[config.mk]
export PLATFORM = sky130hd
export DESIGN_NAME = srb_seq
export DESIGN_NICKNAME = d
export VERILOG_FILES = /design/src/rtl/srb_pkg.sv /design/src/rtl/srb_seq.sv
export SDC_FILE = /design/constraint.sdc
export NUM_CORES = 1
export LEC_CHECK = 0
export BUFFER_PORTS_ARGS = -buffer_cell sky130_fd_sc_hd__buf_4
export CORE_AREA = 3 3 40 42
export CTS_CLUSTER_SIZE = 20
export DETAILED_ROUTE_END_ITERATION = 10
export DIE_AREA = 0 0 43 45
export GPL_ROUTABILITY_DRIVEN = 1
export SLEW_MARGIN = 10
export SYNTH_ARGS = -nofsm -noshare
export SYNTH_HDL_FRONTEND = slang
export SYNTH_SLANG_ARGS = --single-unit
export TNS_END_PERCENT = 5
[constraint.sdc]
create_clock -name clk -period 1.44 [get_ports clk]
set_input_delay 0 -clock clk [delete_from_list [all_inputs] [get_ports clk]]
set_output_delay 0 -clock clk [all_outputs]
set_load 0.005 [all_outputs]
[src/rtl/srb_pkg.sv]
// Shared types and constants of the spectrum row binning block.
// Holds the opcodes, the sequencer states, the row descriptor layout and the
// control and status words passed between the sequencer and the datapath.
package srb_pkg;

	localparam int MAG_BITS  = 16;
	localparam int FRAC_BITS = 16;
	localparam int OP_W      = 2;
	localparam int ROW_W     = 9;
	localparam int START_W   = 10;
	localparam int END_W     = 11;
	localparam int ALU_W     = MAG_BITS + 2;
	localparam int PROD_W    = ALU_W + FRAC_BITS + 1;

	localparam logic [OP_W-1:0] OP_DESC = 2'd0;
	localparam logic [OP_W-1:0] OP_MAG  = 2'd1;
	localparam logic [OP_W-1:0] OP_EVAL = 2'd2;

	typedef enum logic [2:0] {
		ST_IDLE,
		ST_DESC,
		ST_MAX,
		ST_INT_A,
		ST_INT_B,
		ST_INT_MUL,
		ST_INT_ADD,
		ST_DONE
	} state_t;

	typedef struct packed {
		logic [START_W-1:0]   start_bin;
		logic [END_W-1:0]     end_bin;
		logic                 interp;
		logic [FRAC_BITS-1:0] frac;
	} row_desc_t;

	typedef struct packed {
		state_t state;
		logic   accept;
	} ctrl_t;

	typedef struct packed {
		logic row_ok;
		logic interp;
		logic empty;
		logic more;
	} status_t;

endpackage

[src/rtl/srb_seq.sv]
// Sequencer of the spectrum row binning block.
// Depends on srb_pkg; drives the state word that steers srb_dp.
module srb_seq (
	input  logic                     clk,
	input  logic                     arst_n,
	input  logic                     start,
	input  logic [srb_pkg::OP_W-1:0] opcode,
	input  srb_pkg::status_t         status,
	output srb_pkg::ctrl_t           ctrl,
	output logic                     busy,
	output logic                     done
);

	srb_pkg::state_t state_q;
	srb_pkg::state_t state_d;
	logic            accept;

	always_ff @(posedge clk or negedge arst_n) begin
		if (!arst_n) begin
			state_q <= srb_pkg::ST_IDLE;
		end else begin
			state_q <= state_d;
		end
	end

	always_comb begin
		state_d = state_q;
		unique case (state_q)
			srb_pkg::ST_IDLE: begin
				if (accept && opcode == srb_pkg::OP_EVAL) begin
					state_d = status.row_ok ? srb_pkg::ST_DESC : srb_pkg::ST_DONE;
				end
			end
			srb_pkg::ST_DESC: begin
				priority if (status.interp) begin
					state_d = srb_pkg::ST_INT_A;
				end else if (status.empty) begin
					state_d = srb_pkg::ST_DONE;
				end else begin
					state_d = srb_pkg::ST_MAX;
				end
			end
			srb_pkg::ST_MAX:     state_d = status.more ? srb_pkg::ST_MAX : srb_pkg::ST_DONE;
			srb_pkg::ST_INT_A:   state_d = srb_pkg::ST_INT_B;
			srb_pkg::ST_INT_B:   state_d = srb_pkg::ST_INT_MUL;
			srb_pkg::ST_INT_MUL: state_d = srb_pkg::ST_INT_ADD;
			srb_pkg::ST_INT_ADD: state_d = srb_pkg::ST_DONE;
			srb_pkg::ST_DONE:    state_d = srb_pkg::ST_IDLE;
		endcase
	end

	always_comb begin
		busy         = state_q != srb_pkg::ST_IDLE;
		done         = state_q == srb_pkg::ST_DONE;
		accept       = start && !busy;
		ctrl.state   = state_q;
		ctrl.accept  = accept;
	end

	assert property (@(posedge clk) disable iff (!arst_n)
		accept && opcode == srb_pkg::OP_EVAL |=> busy)
		else $error("Evaluation word did not start the sequencer.");

	assert property (@(posedge clk) disable iff (!arst_n)
		accept && opcode != srb_pkg::OP_EVAL |=> !busy)
		else $error("Write word left the sequencer busy.");

	assert property (@(posedge clk) disable iff (!arst_n)
		done |=> !busy)
		else $error("Sequencer did not return to idle after a result.");

	assert property (@(posedge clk) disable iff (!arst_n)
		state_q == srb_pkg::ST_MAX && !status.more |=> done)
		else $error("Maximum scan did not end in a result.");

endmodule

==> metrics.txt, run 1 <==
status finished clean; Arr. time, crit path 1450 ps; Worst Hold Class input port to register; CTS tree built; multiplexer area fraction after synthesis 0.04908; routed len/inst around 10 um; share of flip-flops with an asynchronous set or reset 1.000; syn_area_per_cell around 8.5 um2; synth top area cells dfrtp_1 37%, a31oi_1 6.1%, inv_1 5.5%, or3_4 5.5%, mux2i_1 4.9%; Register Area ~75 um2; largest family of logic cells by synthesized area simple AND/OR/NAND/NOR gates; Static Leak 0.1905 nW; clk_lat worst skew about 230 ps; cells resized by post-CTS repair 0; Root Driver clkbuf_4; Die ar. 0.001935 mm2; PD cells 1943 mW/mm2; post-detail-place hpwl 481.7 um; ANT cells 0; RSZ-0062 raised after global routing no; Post-CTS Setup Bufs 0; Worst setup EP type register; die height 45 um; #FFs+latches synth 3; clock-pin slew on the worst setup and hold paths 40 ps; fillers 141; dominant cell type by area after synthesis dfrtp_1; Multi-input gate area 110.1 um2; Residual DRC 0; Sink Count 3; initial antenna violation count 0; post-place setup slack 118.4 ps; Slew HR 0.8120; Vias/cell between 4 and 5; max reg flops 3; Hold Violations, Final 0; CP Max Fanout 4; final core utilization 0.2892; fin crit period 1351 ps; Setup Viol. Count Final 0; global-route usage over all layers 0.07763; share of the synthesized area in the top cell type 0.3681; P&R area growth vs syn 82.21%; CP Launch Type register; Max Fclk ~0.74 GHz; initial core utilization 0.1587; Setup TNS 0 ps; synth warn 0; largest net degree at the start of global routing 8; Top Ports 15; share of cells above drive strength 1 0.4545; Mapped Nets 33; Most flops, register state_q; FF-to-FF setup slack about 89 ps; Layout Skew 1.246 ps; sequential area share after synthesis 0.3681; port bufs 14; Final Routed Wirelength 615 um; Starting DRT DRC Count 7; Die X around 43 um; post-synthesis compound-gate area fraction 0.2331; Final ANT Viol Nets 0; CORE AREA 0.001285 mm2; post-synthesis cell type count 16; vias in the first global route 265; Mapped Area 203.9 um2; GR Overflow Total 0; Slew @ Worst Pin 280.8 ps; fin crit share 0.9382; total power 0.7219 mW; maximum clock path buffer count 2; WS Path Type register to register; TritonCTS Buffers 3; CTS H-tree depth 1; final net count 54; post-synthesis adder-cell area fraction 0; DRT Pass-1 Iters 4; fin worst setup slack 88.95 ps; biggest regs state_q (3); CP Data Required Time ~1500 ps; vias 249; Max Cap Viol 0; FP Rows 13; first-pass GRT wire length 1014 um; Commonest cells post-synth 3 x dfrtp_1, 3 x inv_1; post-synthesis simple-gate area fraction 0.2577; maximum vdd drop 0.5918 mV; Gate Count Post-Synth 24; most used flip-flop cell after synthesis dfrtp_1; GPL Wtd Cong 0.8578; Slew Viols, Final 0; Post-synth EDFFs 0; xor and xnor area share after synthesis 0
-- power breakdown --
group	switching [mW]	internal, mW
Sequential	0.0292	0.131
Combinational	0.183	0.230
Clock	0.0445	0.104
Total	0.257	0.465
-- metrics by stage --
stage / instances / instance area, um2 / hold WS (ps)
final: 59 / 371.6 / 75.08
after global routing: 59 / 371.6 / 99.13
after CTS: 59 / 371.6 / 68.34
after detailed placement: 54 / 335.3 / -207.3
after global placement: 54 / 335.3 / -208.0
after floorplan: 24 / 203.9 / -295.6
-- cells by family after synthesis --
group           count (synthesis)
compound gates                  7
buf+inv                         4
flops                           3
mux                             1
simple gates                    9
-- layer usage --
| metal | up-vias | part of all wire | wire length, um | GRT usage |
|---|---|---|---|---|
| met4 | 0 | 0 | 0 | 0.1084 |
| met3 | 0 | 0.11 | 66 | 0.03586 |
| li1 | 124 | - | - | - |
| met5 | - | 0 | 0 | 0 |
| met1 | 113 | 0.45 | 275 | 0.08252 |
| met2 | 12 | 0.44 | 273 | 0.09581 |
-- worst paths after layout --
path / depth (start not counted) / start / endpoint
max: 3 / state_q[2]$_DFFE_PN0P_ / state_q[2]$_DFFE_PN0P_
min: 3 / status[0] / state_q[0]$_DFFE_PN0P_
max reg2reg: 3 / state_q[2]$_DFFE_PN0P_ / state_q[2]$_DFFE_PN0P_
min reg2reg: 2 / state_q[2]$_DFFE_PN0P_ / state_q[2]$_DFFE_PN0P_
max in group asynchronous: 2 / arst_n / state_q[0]$_DFFE_PN0P_
min in group asynchronous: 2 / arst_n / state_q[2]$_DFFE_PN0P_
-- critical path, cell delays in order, from the launching register on --
cell     delay, ps
dfrtp_1        400
or3_4          420
a31oi_1        260
o21ai_0        140
-- layout by cell type, fill, tap and decap left out --
cell type	n
a221oi_1	1
a21o_1	1
buf_4	16
a31oi_1	2
dfrtp_1	3
nor2_1	2
inv_1	3
mux2i_1	1
o221ai_1	1
o21ai_0	2
or2b_1	1
nand2_1	2
clkbuf_1	1
or2_0	1
clkbuf_4	3
nand2b_1	1
dlygate4sd3_1	1
or3_4	1
nor2b_1	1
-- final cells by class --
class	instances	share of cell area
inverters	3	0.03030
repair buffers	17	0.3502
flip-flops and latches	3	0.2020
well taps	15	0.05051
clock buffers	4	0.07071
multi-input cells	17	0.2963
-- what timing repair did --
| action | CTS | global route |
|---|---|---|
| hold endpoints to repair | 3 | 0 |
| hold buffers | 1 | 0 |
| setup endpoints to repair | 0 | 0 |
Power figures use the tool's default switching activity.
==> run 2: changes to the inputs <==
BUFFER_PORTS_ARGS = default   (was -buffer_cell sky130_fd_sc_hd__buf_4)
DONT_BUFFER_PORTS = 1   (was default)
SLEW_MARGIN = default   (was 10)
==> run 2 against run 1 <==
Effect of this change:
- setup slack improved by 43 ps
- final area shrank 21%
- non-clock buffer count decreased by 11
- total power decreased by 14%
- routed wire length down 11%
- critical path depth did not move
- die area unchanged
==> metrics.txt, run 2 (synthesis gave the netlist of run 1 again) <==
status finished clean; max reg flops 3; FP Rows 13; Final Routed Wirelength 547 um; Worst setup EP type register; cells resized by post-CTS repair 0; initial core utilization 0.1587; initial antenna violation count 0; fin crit share 0.9086; Slew @ Worst Pin 268.5 ps; Setup Viol. Count Final 0; CP Max Fanout 4; final instance area 294.0 um2; Root Driver clkbuf_4; largest net degree at the start of global routing 8; first-pass GRT wire length between 900 and 1000 um; final core utilization 0.2288; Highest Signal Layer met4; fin crit period 1308 ps; die height roughly 45 um; P&R area growth vs syn 44.17%; RSZ-0062 raised after global routing no; CP Launch Type register; vias 205; worst hold slack 22.76 ps; Max Cap Viol 0; total power 0.6237 mW; Vias/cell 4.271; Slew HR 0.8202; clk_lat worst skew about 230 ps; biggest regs state_q (3); fillers 149; ANT cells 0; Arr. time, crit path 1410 ps; Die ar. approximately 0.0019 mm2; Die X 43 um; global-route usage over all layers 0.07333; port bufs 0; FF-to-FF setup slack 130 ps; Max Fclk 0.7643 GHz; maximum vdd drop around 0.4 mV; clock-pin slew on the worst setup and hold paths roughly 40 ps; met3 wire length 117 um; Final ANT Viol Nets 0; Starting DRT DRC Count 4; DR WL met2 about 210 um; Layout Skew 0.6683 ps; Setup TNS 0 ps; GPL Wtd Cong 0.6574; CTS tree built; Post-CTS Setup Bufs 0; Top Ports 15; vias in the first global route 233; final net count 43; Slew Viols, Final 0; Static Leak 0.1356 nW; CTS H-tree depth 1; maximum clock path buffer count 2; DRT Pass-1 Iters 2; PD cells ~2100 mW/mm2; TritonCTS Buffers 3; Hold Violations, Final 0; area post-placement 237.7 um2; Residual DRC 0; CORE AREA 0.001285 mm2; Most flops, register state_q; met1 wire length 208 um; # hold bufs at CTS 3; CP Data Required Time 1540 ps; WS Path Type register to register; share of cells above drive strength 1 0.2121; GR Overflow Total 0; routed len/inst approximately 11 um; Worst Hold Class input port to async pin; post-detail-place hpwl 454.7 um; Sink Count 3; most frequent cells in the layout 3 x inv_1, 3 x clkbuf_4, 3 x dlygate4sd3_1, 3 x buf_4, 3 x dfrtp_1
==> run 2: cell count changes in the layout (fill, tap and decap cells not counted) <==
| cell | delta |
|---|---|
| buf_4 | -13 |
| dlygate4sd3_1 | +2 |
==> run 2: path summary, 6_finish.rpt <==
kind / start / end / depth (start not counted)
max: state_q[2]$_DFFE_PN0P_ / state_q[2]$_DFFE_PN0P_ / 3
min: arst_n / state_q[2]$_DFFE_PN0P_ / 1
max reg2reg: state_q[2]$_DFFE_PN0P_ / state_q[2]$_DFFE_PN0P_ / 3
min reg2reg: state_q[1]$_DFFE_PN0P_ / state_q[0]$_DFFE_PN0P_ / 2
max in group asynchronous: arst_n / state_q[1]$_DFFE_PN0P_ / 1
min in group clk: status[1] / state_q[0]$_DFFE_PN0P_ / 2
==> run 2: metrics by stage <==
stage / instances / setup WS (ps)
3_3_place_gp: 41 / 190.8
2_1_floorplan: 24 / 180.1
3_5_place_dp: 41 / 131.6
4_1_cts: 48 / 110.3
5_1_grt: 48 / 40.18
6_report: 48 / 131.6
==> run 2: power by group <==
group	total [mW]	internal, mW	switching (mW)
Clock	0.144	0.104	0.0405
Sequential	0.153	0.131	0.0227
Combinational	0.326	0.159	0.167
==> run 2: routing by layer <==
layer	GRT usage	vias up
met2	0.08383	15
met3	0.04781	2
li1	-	100
met1	0.07246	88
met4	0.1084	0
met5	0	-
==> run 2: cell type report <==
class / instances / area (um2) / share of cell area
flip-flops and latches: 3 / 75.07 / 0.2553
inverters: 3 / 11.26 / 0.03830
multi-input cells: 17 / 110.1 / 0.3745
clock buffers: 4 / 26.28 / 0.08936
repair buffers: 6 / 52.55 / 0.1787
well taps: 15 / 18.77 / 0.06383
==> run 2: critical path, cell delays in order, from the launching register on <==
cell and delay (ps):
dfrtp_1 380, or3_4 420, a31oi_1 250, o21ai_0 130
==> run 3: changes to the inputs <==
ABC_AREA = 1   (was default)
==> run 3 against run 2 <==
Effect of this change:
- clock skew increased by 0.84 ps
- cell count rose by 40%
- clock power is essentially flat
- count of clock-buffer cells in the layout unchanged
- sequential share of layout area shrank 1.5 points
- hold slack worse by 18 ps
- core utilization increased by 1.5 points
- largest cell class unchanged
==> metrics.txt, run 3 <==
vias in the first global route ~240; most frequent cells in the layout 15 x nand2_1, 9 x nor2_1, 8 x inv_1; share of the synthesized area in the top cell type 0.2941; fillers 151; clock-pin slew on the worst setup and hold paths 30 ps; Max Fclk about 0.9 GHz; Arr. time, crit path 1110 ps; WS Path Type register to output pin; TritonCTS Buffers 3; P&R area growth vs syn 22.55%; Hold Violations, Final 0; # hold bufs at CTS 2; Mapped Area 255.2 um2; cell mode on critical path nor2_1; Setup TNS 0 ps; Most flops, register state_q; syn_area_per_cell 5.431 um2; biggest regs state_q (3); CTS tree built; Final Routed Wirelength ~600 um; CP Launch Type register; final net count 62; GR Overflow Total 0; initial antenna violation count 0; maximum vdd drop 0.4148 mV; first-pass GRT wire length 924 um; Gate Count Post-Synth 47; reg2reg start state_q[0]$_DFFE_PN0P_; Top Ports 15; CP Max Fanout 7; RR Endpoint state_q[0]$_DFFE_PN0P_; cells resized by post-CTS repair 0; share of flip-flops with an asynchronous set or reset 1.000; Setup Viol. Count Final 0; Starting DRT DRC Count 2; Post-CTS Setup Bufs 0; vias 274; Mapped Nets 56; share of cells above drive strength 1 0.1346; CTS H-tree depth 1; die height 45 um; clk_lat worst skew 230 ps; PD cells 1973 mW/mm2; Slew Viols, Final 0; status finished clean; Reg2Reg Depth 4; CORE AREA around 0.0013 mm2; total power about 0.62 mW; Slew HR 0.8101; Worst setup EP type output pin; Clk pwr share 0.229; Die ar. 0.001935 mm2; Register Area roughly 75 um2; Vias/cell 4.090; Sequential Power Share 0.339; Pint 0.3282 mW; RSZ-0062 raised after global routing no; initial core utilization 0.1986; Max Cap Viol 0; most used flip-flop cell after synthesis dfrtp_1; top-count cell post-synth nand2_1; Layout Skew 1.511 ps; Worst Hold Class input port to register; synth warn 0; worst hold slack 4.537 ps; port bufs 0; post-synthesis cell type count 9; max incr delay on CP 450 ps; Commonest cells post-synth 15 x nand2_1, 9 x nor2_1, 8 x inv_1, 6 x nand3_1; FF-to-FF setup slack slightly above 400 ps; Sink Count 3; worst min-delay path endpoint state_q[0]$_DFFE_PN0P_; GPL Wtd Cong 0.7935; highest-delay cell along the critical path dfrtp_1; #FFs+latches synth 3; max reg flops 3; sequential area share after synthesis 0.2941; Psw 0.2891 mW; commonest non-fill, non-tap cell in the layout nand2_1; DRT Pass-1 Iters 2; maximum clock path buffer count 2; fin crit share 0.7684; fin crit period 1107 ps; post-detail-place hpwl 528 um; Slew @ Worst Pin 284.9 ps; Post-synth EDFFs 0; hold_sp status[0]; Residual DRC 0; hold depth 3; synth top area cells dfrtp_1 29%, nand2_1 22%, nor2_1 13%, nand3_1 12%, inv_1 12%; routed len/inst 8.970 um; combinational share of power 0.433; Multi-input gate area between 100 and 150 um2; Root Driver clkbuf_4; largest net degree at the start of global routing 8; global-route usage over all layers 0.06667; Static Leak around 0.19 nW; cells along the critical path nor2_1 > nand2_1 > nor2_1; Final ANT Viol Nets 0; CP Data Required Time 1440 ps; Sw Ratio 0.4684; Die X around 43 um; FP Rows 13; dominant cell type by area after synthesis dfrtp_1; ANT cells 0
[run 3: worst max-delay path, delay by kind of cell (launching register included)]
family           cells  cell delay [ps]
and+or+nand+nor      3              430
DFF                  1              450
[run 3: routing by layer]
| metal | GRT usage | up-vias | routed length (um) |
|---|---|---|---|
| li1 | - | 146 | - |
| met1 | 0.06522 | 119 | 233 |
| met2 | 0.1168 | 9 | 306 |
| met3 | 0.03187 | 0 | 61 |
| met4 | 0.03614 | 0 | 0 |
| met5 | 0 | - | 0 |
[run 3: through the flow]
stage | utilization | worst slack [ps] | area (um2) | cells
5_1_grt | 0.2434 | 245.8 | 312.8 | 67
6_report | 0.2434 | 333.5 | 312.8 | 67
2_1_floorplan | - | 534.9 | 255.2 | 47
3_5_place_dp | 0.2074 | 413.2 | 266.5 | 61
4_1_cts | 0.2434 | 318.4 | 312.8 | 67
3_3_place_gp | 0.2074 | 416.9 | 266.5 | 61
[run 3: cells by family (layout without fill, tap and decap cells)]
group | after synthesis | in the layout | synth area share
simple gates | 31 | 31 | 0.4951
buf+inv | 12 | 17 | 0.1912
flops | 3 | 3 | 0.2941
compound gates | 1 | 1 | 0.01959
[run 3: final cells by class]
type                    count  share of cell area
multi-input cells          32              0.4200
clock buffers               4             0.08400
flip-flops and latches      3              0.2400
inverters                  11              0.1320
repair buffers              2             0.06400
well taps                  15             0.06000
[run 3: worst max-delay path by stage]
stage | cells past startpoint | slack, ps | from | to
4_1_cts | 3 | 320 | state_q[0]$_DFFE_PN0P_ | ctrl[0]
2_1_floorplan | 4 | 530 | state_q[0]$_DFFE_PN0P_ | state_q[0]$_DFFE_PN0P_
5_1_grt | 3 | 250 | state_q[0]$_DFFE_PN0P_ | ctrl[0]
3_3_place_gp | 4 | 420 | state_q[0]$_DFFE_PN0P_ | state_q[0]$_DFFE_PN0P_
3_5_place_dp | 4 | 410 | state_q[0]$_DFFE_PN0P_ | state_q[0]$_DFFE_PN0P_
6_report | 3 | 330 | state_q[0]$_DFFE_PN0P_ | ctrl[0]
[run 3: power groups by stage]
stage          clock (mW)  combinational [mW]  sequential (mW)
2_1_floorplan           0               0.226            0.192
3_3_place_gp            0               0.265            0.213
3_5_place_dp            0               0.265            0.212
4_1_cts             0.146               0.272            0.211
5_1_grt             0.152               0.316            0.218
6_report            0.141               0.267            0.209
